$ cat src/hw/rtl/whrt_pkg.sv
// shared types, codes and constants of the write region hazard tracker
package whrt_pkg;

   localparam int unsigned DEF_RANGE_SLOTS = 256;
   localparam int unsigned DEF_VOICE_COUNT = 8;

   localparam int unsigned OFFSET_W  = 24;
   localparam int unsigned VOICE_W   = 3;
   localparam int unsigned END_W     = 25;
   localparam int unsigned CLS_W     = 2;
   localparam int unsigned ACT_W     = 3;
   localparam int unsigned SLOT_W    = 12;
   localparam int unsigned SLOT_OUT_W  = 8;
   localparam int unsigned TOTAL_OUT_W = 9;
   localparam int unsigned CSR_ADDR_W  = 3;
   localparam int unsigned CSR_DATA_W  = 25;
   localparam int unsigned REQ_DATA_W  = 32;
   localparam int unsigned RSP_DATA_W  = 72;

   // region classes
   localparam logic [CLS_W-1:0] CLS_MAIN   = 2'd0;
   localparam logic [CLS_W-1:0] CLS_AUX    = 2'd1;
   localparam logic [CLS_W-1:0] CLS_SHARED = 2'd2;
   localparam logic [CLS_W-1:0] CLS_HAZARD = 2'd3;

   // range table actions
   localparam logic [ACT_W-1:0] ACT_NONE   = 3'd0;
   localparam logic [ACT_W-1:0] ACT_INSIDE = 3'd1;
   localparam logic [ACT_W-1:0] ACT_END    = 3'd2;
   localparam logic [ACT_W-1:0] ACT_START  = 3'd3;
   localparam logic [ACT_W-1:0] ACT_NEW    = 3'd4;
   localparam logic [ACT_W-1:0] ACT_DROP   = 3'd5;

   // register indexes
   localparam logic [CSR_ADDR_W-1:0] CSR_MAIN_BASE   = 3'd0;
   localparam logic [CSR_ADDR_W-1:0] CSR_MAIN_STRIDE = 3'd1;
   localparam logic [CSR_ADDR_W-1:0] CSR_AUX_BASE    = 3'd2;
   localparam logic [CSR_ADDR_W-1:0] CSR_AUX_STRIDE  = 3'd3;
   localparam logic [CSR_ADDR_W-1:0] CSR_SHARED_LOW  = 3'd4;
   localparam logic [CSR_ADDR_W-1:0] CSR_SHARED_HIGH = 3'd5;

   // register reset values
   localparam logic [23:0] RST_MAIN_BASE   = 24'd176;
   localparam logic [23:0] RST_MAIN_STRIDE = 24'd10512;
   localparam logic [23:0] RST_AUX_BASE    = 24'd101504;
   localparam logic [15:0] RST_AUX_STRIDE  = 16'd32;
   localparam logic [23:0] RST_SHARED_LOW  = 24'd84272;
   localparam logic [24:0] RST_SHARED_HIGH = 25'd84436;

   // one write travelling down the cell row
   typedef struct packed {
      logic                valid;
      logic [OFFSET_W-1:0] offset;
      logic [CLS_W-1:0]    cls;
      logic [ACT_W-1:0]    action;
      logic [SLOT_W-1:0]   slot;
      logic [OFFSET_W-1:0] range_start;
      logic [END_W-1:0]    range_end;
   } whrt_item_type;

endpackage

$ cat src/hw/rtl/whrt_cell.sv
// one range table entry; tests and updates the request passing through it
module whrt_cell #(
   parameter int unsigned CELL_IDX = 0
) (
   input  logic                    clock,
   input  logic                    reset,
   input  logic                    advance,
   input  whrt_pkg::whrt_item_type item_in_i,
   output whrt_pkg::whrt_item_type item_out
);
   import whrt_pkg::*;

   logic                used_ff, used_in;
   logic [OFFSET_W-1:0] start_ff, start_in;
   logic [END_W-1:0]    end_ff, end_in;
   whrt_item_type       item_ff, item_in;

   logic             pending;
   logic [END_W-1:0] off_ext, off_inc;

   always_comb begin
      pending  = item_in_i.valid && (item_in_i.cls == CLS_HAZARD)
                 && (item_in_i.action == ACT_NONE);
      off_ext  = {1'b0, item_in_i.offset};
      off_inc  = off_ext + 25'd1;
      used_in  = used_ff;
      start_in = start_ff;
      end_in   = end_ff;
      item_in  = item_in_i;

      if (pending) begin
         if (!used_ff) begin
            // first free entry takes the new range
            used_in        = 1'b1;
            start_in       = item_in_i.offset;
            end_in         = off_inc;
            item_in.action = ACT_NEW;
         end else if (off_ext >= {1'b0, start_ff} && off_ext < end_ff) begin
            item_in.action = ACT_INSIDE;
         end else if (off_ext == end_ff) begin
            end_in         = off_inc;
            item_in.action = ACT_END;
         end else if (off_inc == {1'b0, start_ff}) begin
            start_in       = item_in_i.offset;
            item_in.action = ACT_START;
         end
         if (item_in.action != ACT_NONE) begin
            item_in.slot        = SLOT_W'(CELL_IDX);
            item_in.range_start = start_in;
            item_in.range_end   = end_in;
         end
      end
   end

   always_ff @(posedge clock) begin
      if (reset) begin
         used_ff       <= 1'b0;
         item_ff.valid <= 1'b0;
      end else if (advance) begin
         used_ff       <= used_in;
         item_ff.valid <= item_in.valid;
      end
      if (advance) begin
         start_ff            <= start_in;
         end_ff              <= end_in;
         item_ff.offset      <= item_in.offset;
         item_ff.cls         <= item_in.cls;
         item_ff.action      <= item_in.action;
         item_ff.slot        <= item_in.slot;
         item_ff.range_start <= item_in.range_start;
         item_ff.range_end   <= item_in.range_end;
      end
   end

   assign item_out = item_ff;

endmodule

$ cat config.mk
export PLATFORM = sky130hd
export DESIGN_NAME = whrt_cell
export DESIGN_NICKNAME = d
export VERILOG_FILES = /design/src/hw/rtl/whrt_pkg.sv /design/src/hw/rtl/whrt_cell.sv
export SDC_FILE = /design/constraint.sdc
export NUM_CORES = 1
export LEC_CHECK = 0
export BUFFER_PORTS_ARGS = -buffer_cell sky130_fd_sc_hd__clkbuf_2
export CAP_MARGIN = 40
export CORE_MARGIN = 2
export CORE_UTILIZATION = 45
export CTS_CLUSTER_SIZE = 10
export DETAILED_ROUTE_END_ITERATION = 7
export PLACE_DENSITY = 0.71
export SLEW_MARGIN = 30
export SYNTH_ARGS = -nofsm -noshare
export SYNTH_HDL_FRONTEND = slang
export SYNTH_SLANG_ARGS = --single-unit
$ cat constraint.sdc
create_clock -name clock -period 3.8 [get_ports clock]
set_clock_uncertainty 0.1 [all_clocks]
set_input_delay 0 -clock clock [delete_from_list [all_inputs] [get_ports clock]]
set_output_delay 0 -clock clock [all_outputs]
set_load 0.02 [all_outputs]
==> metrics.md <==
| Metric | Value |
|---|---|
| Max clock buf depth | 2 |
| R2R cell count | 13 |
| Cell variety after synth | 63 |
| Ports placed on the boundary | 185 |
| Synthesized flop and latch total | 141 |
| Remaining DRCs | 0 |
| Via count | 6037 |
| Row count | 49 |
| Area post-placement | 0.00948 sq mm |
| GRT Overall Usage | 21.4% |
| Async set-or-reset flop fraction in the synthesized netlist | 0% |
| Crit path kind | in -> reg |
| Wire per inst | between 15 and 20 microns |
| Buffers on Ports | 184 |
| Worst hold path class | in -> reg |
| Antenna diodes | 0 |
| Overflow after GRT | 0 |
| Register Area | between 0.004 and 0.005 sq mm |
| First-pass GRT wire length | 32100 microns |
| Largest net degree at the start of global routing | 50 |
| Worst Path Max Fanout | 14 |
| Cell area after synthesis | 0.00809 sq mm |
| Antenna Nets Post-Route | 0 |
| Vias in the first global route | 6094 |
| Placed insts | 1031 |
| Worst Path Required | 3.87 ns |
| Status | complete, but fails checks |
| H-tree levels | 4 |
| Die Wd | approximately 140 microns |
| Initial antenna violation count | 0 |
| # setup viols final | 0 |
| WHS | -0.00774 ns |
| Maximum VDD drop | 0.307 mV |
| Ratio of cells with drive above 1 in the final layout | 34.3% |
| Initial core utilization | 45.5% |
| Actual slew at the worst max-slew pin | between 0.6 and 0.7 ns |
| Proportion of synthesized chip area in sequential cells | between 50% and 60% |
| DP HPWL | 14500 microns |
| Filler cell count | around 1400 |
| Final hold viol count | 4 |
| Core ar. | 0.0178 sq mm |
| Static leakage | 4.80 nW |
| Slack of the worst reg-to-reg path | 0.23 ns |
| DRT Pass-1 Iters | 4 |
| Max_cap viols | 0 |
| Vias per inst | roughly 5.2 |
| Clock Pin Slew Worst Setup and Hold Paths | 0.06 ns |
| Die span in y | around 140 microns |
| Pwr dens | 357 mW/mm^2 |
| Clock tree sinks | 141 |
| Clk_lat worst skew | around 0.42 ns |
| CTS tree | yes |
| Worst slew margin | 55.8% |
| Peak Freq | 0.275 GHz |
| Synth Flop Type | edfxtp_1 |
| Post-Route WL | 20600 microns |
| Worst setup SP type | input port |
| Fin area | 0.0111 sq mm |
| Area growth from synthesis to layout | 36.9% |
| Total Power | 3.96 mW |
| DIE AREA | 0.0191 sq mm |
| Fin crit period | between 3 and 4 ns |
| Violated checks | hold timing |
| Drt first-iter violations | 354 |
| Worst hold path stage count | 1 |
| Root buffer cell | clkbuf_16 |
| Non-filler cells, final | 1162 |
| Warnings, synthesis | 0 |
| Nets | 1063 |
| CTS Buf Count | 17 |
| WP data arrival | 3.70 ns |
| Area of the multi-input gates | 0.00355 sq mm |
| Fin util | just over 60% |
| Syn Inst Count | 604 |
| Avg Synthesized Cell Area | around 13 sq um |
| Final Cycle Share | 95.7% |
| Placer's final routability congestion estimate | between 0.9 and 1 |
| Post-Syn Nets | 747 |
| Slew Viols, Final | 0 |
| RSZ-0062 raised after global routing | no |
| Crit end category | register |
| EDFF count, synth | 139 |
[registers in the layout, indices dropped and copies added (netlist names)]
name,count
end_ff,25
item_out,91
start_ff,24
used_ff,1
[what timing repair did]
item,CTS,global route
endpoints found under the hold margin,101,0
buffers inserted,0,4
resized for setup,0,7
hold buffers,92,0
endpoints found under the setup margin,0,57
[path summary, 6_finish.rpt]
check / from / end
max: item_in_i[80] / item_out[8]$_DFFE_PP_
max reg2reg: start_ff[21]$_DFFE_PP_ / item_out[12]$_DFFE_PP_
min reg2reg: item_out[90]$_SDFFE_PP0P_ / item_out[90]$_SDFFE_PP0P_
min: advance / item_out[85]$_DFFE_PP_
[final cells by class]
class / instances / area share (%)
well taps: 229 / 2.59
inverters: 53 / 1.80
repair buffers: 320 / 20.5
clock buffers: 20 / 3.94
clock inverters: 12 / 1.11
flip-flops and latches: 141 / 38.0
multi-input cells: 387 / 32.0
[worst max-delay path: stages]
cell and delay (ns):
dlygate4sd3_1 0.53, clkbuf_2 0.12, nand4_1 0.23, or3_1 0.50
nor4_4 0.35, xnor2_1 0.17, a2111oi_2 0.38, and3_2 0.28
nand4bb_2 0.18, a41oi_4 0.24, buf_4 0.16, buf_8 0.19
mux2_1 0.34
[metal layers]
layer / global-route usage, % / share of wire [%] / vias to the layer above
met2: 35.8 / 49 / 183
met4: 8.00 / 1.9 / 0
met3: 4.50 / 4.6 / 30
met1: 27.5 / 45 / 2904
met5: 0 / 0 / -
li1: - / - / 2920
[logic make-up after synthesis]
family | synth area share (%)
AOI/OAI and AO/OA | 6.42
xor gates and xnor gates | 5.18
adders and majority gates | 7.58
buffers and inverters | 4.35
DFF | 52.1
muxes | 14.8
and+or+nand+nor | 9.65
[where the power goes]
| group | switching, mW | total (mW) | internal (mW) | leakage, nW |
|---|---|---|---|---|
| Sequential | 0.0194 | 1.80 | 1.79 | 1.34 |
| Clock | 0.640 | 1.60 | 0.958 | 0.265 |
| Combinational | 0.294 | 0.555 | 0.260 | 3.19 |
| Total | 0.953 | 3.96 | 3.00 | 4.80 |
[synthesized netlist by cell type, types with 7 or more instances]
library cell  count  area, sq um
buf_2             7         35.0
nor2b_1          15         93.8
edfxtp_1        139         4170
xnor2_1          21          184
a21oi_1          15         75.1
mux2_1           28          315
a21o_1           10         75.1
nand2_1          20         75.1
and4_1            7         61.3
buf_6             7         78.8
inv_1            53          199
mux2_2           14          158
xor2_1           14          123
mux2_4           34          510
o21ai_0          11         55.1
mux2i_1          21          210
nand3_1          16         80.1
nor2_1           22         82.6
ha_1             49          613
nand4_1          21          131
[per-stage QoR]
stage	hold slack (ns)	TNS, ns	worst slack (ns)
floorplan	-0.0276	0	0.428
global placement	0.0954	-3.25	-0.0953
detailed placement	0.0964	-2.30	-0.0849
CTS	0.00309	0	0.0586
global route	0.0192	0	0.00160
finish	-0.00774	0	0.164
[layout by cell type (no fill, tap or decap), drive strengths merged, types with 4 or more instances in the layout]
cell / instances
a21o: 10
a21oi: 15
and2: 4
and4: 7
buf: 44
clkbuf: 204
clkinv: 7
dlygate4sd3: 92
edfxtp: 139
ha: 49
inv: 53
mux2: 76
mux2i: 21
nand2: 20
nand3: 16
nand4: 22
nor2: 23
nor2b: 15
nor3: 4
nor4: 7
o21ai: 11
xnor2: 21
xnor3: 5
xor2: 14
Power figures use the tool's default switching activity.
